--- src/rtl/mersenne_twister_generator_core_assert.svh ---
// assertion macros for the mersenne twister generator core
// used by modules that declare clk and rst_n; no other dependencies
`ifndef MERSENNE_TWISTER_GENERATOR_CORE_ASSERT_SVH
`define MERSENNE_TWISTER_GENERATOR_CORE_ASSERT_SVH

// same-cycle implication, checked outside reset
`define MTG_ASSERT_NOW(lbl, ante, cons, msg) \
  lbl: assert property (@(posedge clk) disable iff (!rst_n) (ante) |-> (cons)) \
    else $error(msg);

// next-cycle implication, checked outside reset
`define MTG_ASSERT_NEXT(lbl, ante, cons, msg) \
  lbl: assert property (@(posedge clk) disable iff (!rst_n) (ante) |=> (cons)) \
    else $error(msg);

`endif

--- src/rtl/mtg_pkg.sv ---
// shared types and constants for the mersenne twister generator core
// no dependencies
`default_nettype none

package mtg_pkg;

  localparam int unsigned TBL_LEN = 624;
  localparam int unsigned TBL_MID = 397;
  localparam int unsigned AW      = 10;
  localparam int unsigned WW      = 32;

  localparam logic [WW-1:0] TWIST_XOR  = 32'h9908_B0DF;
  localparam logic [WW-1:0] TEMPER_B   = 32'h9D2C_5680;
  localparam logic [WW-1:0] TEMPER_C   = 32'hEFC6_0000;
  localparam logic [WW-1:0] FILL_MULT  = 32'd69069;
  localparam logic [WW-1:0] UPPER_MASK = 32'h8000_0000;
  localparam logic [WW-1:0] LOWER_MASK = 32'h7FFF_FFFF;
  localparam logic [WW-1:0] SEED_RESET = 32'd4357;

  typedef logic [AW-1:0] addr_t;
  typedef logic [WW-1:0] word_t;

  typedef enum logic [2:0] {
    ST_IDLE,
    ST_FILL,
    ST_TW_START,
    ST_TW_C0,
    ST_TW_RM,
    ST_TW_WR,
    ST_DRAW_RD,
    ST_DRAW_LAT
  } state_t;

  // table port request from the sequencer
  typedef struct packed {
    logic  we;
    addr_t waddr;
    word_t wdata;
    logic  re;
    addr_t raddr;
  } ram_req_t;

endpackage

`default_nettype wire

--- src/rtl/mtg_temper.sv ---
// mt19937 output tempering transform
// depends on mtg_pkg
`default_nettype none

module mtg_temper (
  input  wire mtg_pkg::word_t word_in,
  output mtg_pkg::word_t      word_out
);

  mtg_pkg::word_t y1, y2, y3;

  always_comb begin
    y1       = word_in ^ (word_in >> 11);
    y2       = y1 ^ ((y1 << 7) & mtg_pkg::TEMPER_B);
    y3       = y2 ^ ((y2 << 15) & mtg_pkg::TEMPER_C);
    word_out = y3 ^ (y3 >> 18);
  end

endmodule

`default_nettype wire

--- config.mk ---
export PLATFORM = sky130hd
export DESIGN_NAME = mtg_temper
export DESIGN_NICKNAME = d
export VERILOG_FILES = /design/src/rtl/mersenne_twister_generator_core_assert.svh /design/src/rtl/mtg_pkg.sv /design/src/rtl/mtg_temper.sv
export SDC_FILE = /design/constraint.sdc
export NUM_CORES = 1
export LEC_CHECK = 0
export BUFFER_PORTS_ARGS = -buffer_cell sky130_fd_sc_hd__buf_2
export CAP_MARGIN = 20
export CORE_MARGIN = 2
export CORE_UTILIZATION = 38
export DETAILED_ROUTE_END_ITERATION = 7
export MAX_ROUTING_LAYER = met4
export PLACE_DENSITY_LB_ADDON = 0.3
export SLEW_MARGIN = 20
export SYNTH_ARGS = -nofsm -noshare
export SYNTH_HDL_FRONTEND = slang
export SYNTH_SLANG_ARGS = --single-unit
--- constraint.sdc ---
create_clock -name vclk -period 1.17
set_input_delay 0.117 -clock vclk [all_inputs]
set_output_delay 0.117 -clock vclk [all_outputs]
set_load 0.03 [all_outputs]
==> reports/results.tsv, run 1 <==
stage	metric	value	unit
run_status	result of the run	stopped before the end	
run_status	Stopped at	detailed placement	
run_status	Error Message	[ERROR DPL-0038] Utilization greater than 100%, impossible to legalize	
floorplan	die span in x	44.9	um
synthesis	register area share after synthesis	0	%
floorplan	row cnt	14	
floorplan	die height	44.9	um
synthesis	Cell Area, Synth	634	um^2
placed_design	placer's final routability congestion estimate	0.726	
synthesis	Synth top area share	44.2	%
synthesis	post-synthesis area per instance	11.1	um^2
synthesis	Synth area leaders	xnor2_1 44%, xnor3_1 21%, xor2_1 18%	
synthesis	Cell variety after synth	6	
synthesis	synth warn	0	
synthesis	Syn Nets	89	
synthesis	Yosys top cell by area	xnor2_1	
placed_design	port bufs	64	
floorplan	# IOs	64	
floorplan	initial core utilization	41.2	%
synthesis	cells after synthesis	57	
==> synthesized netlist by cell type <==
cell	number
xnor3_1	6
xor3_1	1
xor2_1	13
xnor2_2	4
xor2_2	1
xnor2_1	32
==> stage by stage <==
stage	setup TNS [ns]	hold WS (ns)	setup WS, ns	std cells	area (um^2)
after floorplan	-0.622	0.324	-0.208	57	1030
after global placement	-2.87	0.583	-0.255	161	1570
==> logic make-up after synthesis <==
kind of cell / count (synthesis) / share of synthesized area [%]
xor+xnor: 57 / 100
==> inputs of run 2 (changes only) <==
--- a/config.mk
+++ b/config.mk
@@ -7,11 +7,10 @@
 export LEC_CHECK = 0
 export BUFFER_PORTS_ARGS = -buffer_cell sky130_fd_sc_hd__buf_2
 export CAP_MARGIN = 20
-export CORE_MARGIN = 2
-export CORE_UTILIZATION = 38
+export CORE_AREA = 2 2 63 65
 export DETAILED_ROUTE_END_ITERATION = 7
-export MAX_ROUTING_LAYER = met4
-export PLACE_DENSITY_LB_ADDON = 0.3
+export DIE_AREA = 0 0 65 67
+export PLACE_DENSITY_LB_ADDON = 0.15
 export SLEW_MARGIN = 20
 export SYNTH_ARGS = -nofsm -noshare
 export SYNTH_HDL_FRONTEND = slang
==> reports/results.tsv, run 2 <==
stage	metric	value	unit	change
run_status	result of the run	finished with violations		
run_status	violated checks	setup timing		
timing	setup ws final	-0.229	ns	
routing	DRT Pass-1 Iters	2		
synthesis	most frequent cell after synthesis	xnor2_1		
synthesis	register area share after synthesis	0	%	unchanged
floorplan	# IOs	64		unchanged
power	sequential power share	0	%	
setup_path	crit path kind	in -> out		
timing	final hold viol count	0		
layout	layout cells sized above 1	91.4	%	
setup_path	Worst Path Required	1.05	ns	
setup_path	type of origin of the critical path	primary input		
power	combinational power share	100.0	%	
layout	Seq cells	0		
routing	Iter 0 DRT Violations	9		
setup_path	Crit. Startpoint	word_in[13]		
setup_path	Data arrival, critical path	1.28	ns	
power	Pwr Density	1210	mW/mm^2	
routing	ANT nets after route	0		
layout	fillers	308		
timing	Slew Limit Fails	0		
synthesis	Synth area leaders	xnor2_1 44%, xnor3_1 21%, xor2_1 18%		
synthesis	Synth Area in XOR/XNOR	100	%	unchanged
hold_path	Hold Path Stages	3		
timing	period utilisation layout	120	%	
routing	DR WL/cell	10.5	um	
grt	first-pass GRT wire length	3370	um	
routing	drt total wl	2110	um	
floorplan	die area	0.00436	mm^2	
grt	largest net degree at the start of global routing	5		
layout	utilization after layout	56.9	%	
grt	residual overflow from global routing	0		
placed_design	port bufs	64		unchanged
synthesis	Compound-Gate Fraction of Synth Area	0	%	unchanged
synthesis	Synth top area share	44.2	%	unchanged
timing	Slew @ Worst Pin	0.412	ns	
power	switching part of the total	48.2	%	
timing	Tmin final	1.40	ns	
synthesis	Synth Area in Adders	0	%	unchanged
layout	ant diodes	0		
setup_path	CP endpoint kind	output pin		
layout	nets@finish	186		
routing	# DRC	0		
power	NetSw	1.20	mW	
power	Final Power	2.49	mW	
synthesis	Cell variety after synth	6		unchanged
layout	clkbuf count	0		
synthesis	simple-gate share of the synthesized area	0	%	unchanged
routing	vias	731		
hold_path	HP Class	in -> out		
hold_path	hold path start	word_in[15]		
floorplan	initial core utilization	17.6	%	-24 points
synthesis	Syn Nets	89		unchanged
synthesis	Cell Area, Synth	634	um^2	unchanged
timing	relative slew slack	72.3	%	
power	P_leak	0.945	nW	
job	MaxCap Viol Count	0		
power	Max VDD drop	0.000428	V	
floorplan	die height	67	um	+49%
synthesis	synth warn	0		unchanged
synthesis	Yosys top cell by area	xnor2_1		
timing	Max Freq	0.715	GHz	
synthesis	post-synthesis area per instance	11.1	um^2	unchanged
routing	vias per std cell	3.66		
floorplan	row cnt	22		+8
timing	RSZ-0062 raised after global routing	yes		
placed_design	post-placement cell area	0.00160	mm^2	
synthesis	most frequent cells after synthesis	32 x xnor2_1, 13 x xor2_1, 6 x xnor3_1		
grt	vias in the first global route	731		
setup_path	Worst Path Max Fanout	2		
floorplan	area of the core	0.00361	mm^2	
placed_design	placer's final routability congestion estimate	0.646		-11%
synthesis	largest family of logic cells by synthesized area	XOR/XNOR gates		
timing	# setup viols final	12		
grt	initial antenna violation count	0		
floorplan	die span in x	65	um	+45%
layout	fin area	0.00205	mm^2	
hold_path	hold endpoint	word_out[15]		
grt	total track usage	9.74	%	
layout	register area	0	um^2	
layout	area delta synth->final	224	%	
layout	leading cell types in the layout, fill and taps excluded	34 x buf_6, 27 x buf_2, 24 x buf_4		
synthesis	cells after synthesis	57		unchanged
power	Clk network pwr share	0	%	
layout	most common cell after layout, fill and taps aside	buf_6		
placed_design	hpwl dp	1790	um	
power	internal power	1.29	mW	
clock_network	hold_buf cts	0		
synthesis	mux cell area share after synthesis	0	%	unchanged
[run 2: final cells by class]
type | count | area (um^2) | area share, %
Multi-Input combinational cell | 57 | 1140 | 55.6
Tap cell | 48 | 60.1 | 2.93
Timing Repair Buffer | 95 | 851 | 41.4
[run 2: how the worst max path moves through the flow]
stage / endpoint / depth (start not counted)
after floorplan: word_out[4] / 3
after global placement: word_out[9] / 5
after detailed placement: word_out[24] / 5
after CTS: word_out[9] / 6
after global routing: word_out[9] / 6
final: word_out[9] / 6
[run 2: power by group through the flow]
| stage | sequential, mW | combinational, mW | clock [mW] |
|---|---|---|---|
| 3_5_place_dp | 0 | 2.02 | 0 |
| 5_1_grt | 0 | 2.61 | 0 |
| 6_report | 0 | 2.49 | 0 |
| 3_3_place_gp | 0 | 2.01 | 0 |
| 2_1_floorplan | 0 | 1.49 | 0 |
| 4_1_cts | 0 | 2.39 | 0 |
[run 2: through the flow]
| step | setup TNS (ns) | cells | hold WS (ns) | worst slack (ns) |
|---|---|---|---|---|
| final | -1.61 | 200 | 0.613 | -0.229 |
| after detailed placement | -3.33 | 192 | 0.605 | -0.297 |
| after CTS | -1.63 | 196 | 0.617 | -0.247 |
| after floorplan | -0.622 | 57 | 0.324 | -0.208 |
| after global routing | -2.13 | 200 | 0.629 | -0.261 |
| after global placement | -3.18 | 192 | 0.588 | -0.262 |
[run 2: routing by layer]
layer | GRT usage [%] | part of all wire, %
met1 | 11.9 | 33
met2 | 19.8 | 62
met3 | 0.338 | 4.4
met4 | 0 | 0
met5 | 0 | 0
[run 2: logic make-up (layout without fill, tap and decap cells)]
logic type | after synthesis | after routing
buffers and inverters | 0 | 95
xor gates and xnor gates | 57 | 57
[run 2: critical path: stages]
cell and delay [ns]:
buf_6 0.07, xnor3_2 0.47, buf_6 0.16, xnor2_4 0.18, xnor2_4 0.14, buf_6 0.15
[run 2: what timing repair did]
item | 4_1_cts | 5_1_grt
endpoints found under the setup margin | 20 | 20
buffers inserted | 5 | 5
cloned | 0 | 0
resized for setup | 66 | 31
pin swaps | 24 | 18
Note: power is estimated with default switching activity, not from simulation.
==> inputs of run 3 (changes only) <==
--- a/config.mk
+++ b/config.mk
@@ -5,6 +5,7 @@
 export SDC_FILE = /design/constraint.sdc
 export NUM_CORES = 1
 export LEC_CHECK = 0
+export ABC_AREA = 1
 export BUFFER_PORTS_ARGS = -buffer_cell sky130_fd_sc_hd__buf_2
 export CAP_MARGIN = 20
 export CORE_AREA = 2 2 63 65
==> reports/results.tsv, run 3 <==
stage	metric	value	unit	change
layout	fillers	315		+2.3%
hold_path	hold path start	word_in[28]		
timing	RSZ-0062 raised after global routing	yes		
timing	Setup TNS	-0.0227	ns	+1.59 ns
power	Pwr Density	787	mW/mm^2	-35%
routing	drt total wl	3260	um	+55%
hold_path	hold endpoint	word_out[28]		
timing	Max Freq	0.842	GHz	+18%
run_status	result of the run	finished with violations		
synthesis	Yosys top cell by area	nand2_1		
setup_path	Worst Path Required	1.05	ns	about the same
hold_path	Hold Path Stages	3		unchanged
synthesis	post-synthesis area per instance	5.19	um^2	-53%
floorplan	die area	0.00436	mm^2	unchanged
power	internal power	0.830	mW	-36%
timing	period utilisation layout	102	%	-18 points
timing	# setup viols final	2		-10
synthesis	most frequent cell after synthesis	nand2_1		
routing	Iter 0 DRT Violations	25		+16
synthesis	Cell Area, Synth	893	um^2	+41%
job	MaxCap Viol Count	0		unchanged
synthesis	Syn Nets	204		+130%
timing	Tmin final	1.19	ns	-0.211 ns
synthesis	cells after synthesis	172		+200%
setup_path	biggest cell delay along the critical path	0.24	ns	-0.23 ns
timing	Hold WS	0.623	ns	+0.00976 ns
setup_path	crit path kind	in -> out		
floorplan	die height	67	um	unchanged
routing	ANT nets after route	0		unchanged
grt	initial antenna violation count	0		unchanged
placed_design	placer's final routability congestion estimate	0.739		+14%
timing	relative slew slack	85.5	%	+13 points
timing	final hold viol count	0		unchanged
routing	DR WL/cell	10.2	um	-3.4%
grt	largest net degree at the start of global routing	6		+1
power	NetSw	1.05	mW	-13%
layout	nets@finish	306		+65%
routing	vias	1351		+85%
layout	area delta synth->final	167	%	
floorplan	area of the core	0.00361	mm^2	unchanged
timing	Slew Limit Fails	0		unchanged
layout	ant diodes	0		unchanged
floorplan	# IOs	64		unchanged
placed_design	port bufs	64		unchanged
power	switching part of the total	55.8	%	+7.5 points
layout	Seq cells	0		unchanged
layout	leading cell types in the layout, fill and taps excluded	46 x nand2_2, 37 x nand2_1, 33 x buf_4		
routing	DRT Pass-1 Iters	4		+2
routing	vias per std cell	4.22		+16%
power	combinational power share	100.0	%	about the same
synthesis	register area share after synthesis	0	%	unchanged
routing	# DRC	0		unchanged
grt	first-pass GRT wire length	4480	um	+33%
hold_path	HP Class	in -> out		
setup_path	Worst Path Max Fanout	3		+1
floorplan	initial core utilization	24.8	%	+7.2 points
synthesis	Cell variety after synth	14		+8
floorplan	die span in x	65	um	unchanged
setup_path	CP max-delay cell	nand3b_1		
synthesis	Synth area leaders	nand2_1 38%, xor2_1 16%, xnor2_1 14%		
timing	Slew @ Worst Pin	0.216	ns	-0.196 ns
grt	residual overflow from global routing	0		unchanged
layout	layout cells sized above 1	73.5	%	-18 points
setup_path	CP Cell Sequence	buf_12, buf_6, xor2_2, nand3b_1, nand2_4, nand2_2, nand2_2, buf_6		
layout	clkbuf count	0		unchanged
clock_network	hold_buf cts	0		unchanged
setup_path	CP endpoint kind	output pin		
layout	register area	0	um^2	unchanged
floorplan	row cnt	22		unchanged
synthesis	most frequent cells after synthesis	90 x nand2_1, 26 x inv_1, 16 x xor2_1		
power	sequential power share	0	%	unchanged
grt	total track usage	12.4	%	+2.7 points
layout	most common cell after layout, fill and taps aside	nand2_2		
power	Clk network pwr share	0	%	unchanged
placed_design	hpwl dp	2440	um	+37%
placed_design	pre-CTS setup slack	-0.135	ns	+0.163 ns
synthesis	Synth top area share	37.8	%	-6.4 points
grt	vias in the first global route	1145		+57%
power	P_leak	1.24	nW	+31%
run_status	violated checks	setup timing		
synthesis	synth warn	0		unchanged
power	Max VDD drop	0.000499	V	+17%
setup_path	type of origin of the critical path	primary input		
setup_path	Crit. Startpoint	word_in[18]		
layout	multi-input logic area	0.00137	mm^2	+20%
setup_path	Data arrival, critical path	1.07	ns	-0.21 ns
timing	setup ws final	-0.0177	ns	+0.211 ns
run 3: logic make-up (layout without fill, tap and decap cells):
group                  Yosys count  count (layout)  share of synthesized area, %
XOR/XNOR                        34              34                          36.7
buffers and inverters           27             127                          12.2
AND/OR/NAND/NOR                111             111                          51.1
run 3: critical path: cells and delay by family:
| family | cells | cell delay [ns] |
|---|---|---|
| buf+inv | 3 | 0.35 |
| xor+xnor | 1 | 0.14 |
| simple gates | 4 | 0.45 |
run 3: repair_timing:
action,4_1_cts,5_1_grt
endpoints found under the setup margin,15,20
resized for setup,40,118
endpoints found under the hold margin,0,0
cloned,0,0
pin swaps,14,51
buffers inserted,4,5
run 3: through the flow:
step                instance area (um^2)  total power, mW  util (%)  cells
floorplan                           1160            0.995         -    172
detailed placement                  1750             1.47      48.5    311
finish                              2390             1.88      66.2    320
CTS                                 1900             1.61      52.7    315
global route                        2390             2.00      66.2    320
global placement                    1750             1.46      48.5    311
run 3: area by class of cell:
cell class | instances | share of cell area (%)
tap | 48 | 2.52
multi-input combinational | 145 | 57.5
inverter | 26 | 4.40
timing repair buffer | 101 | 35.6
run 3: metal layers:
metal | up-vias | GRT usage (%) | share of wire, %
met4 | 0 | 0 | 0.80
met5 | - | 0 | 0
met1 | 614 | 14.8 | 37
met2 | 34 | 25.9 | 58
met3 | 2 | 0.169 | 4.1
li1 | 701 | - | -
run 3: how the worst max path moves through the flow:
stage,endpoint,slack [ns]
CTS,word_out[8],-0.07
global route,word_out[0],-0.07
floorplan,word_out[5],-0.04
finish,word_out[0],-0.02
detailed placement,word_out[7],-0.13
global placement,word_out[0],-0.12
run 3: power groups by stage:
stage	combinational (mW)	sequential, mW	clock (mW)
after detailed placement	1.47	0	0
after floorplan	0.995	0	0
after CTS	1.61	0	0
final	1.88	0	0
after global routing	2.00	0	0
after global placement	1.46	0	0
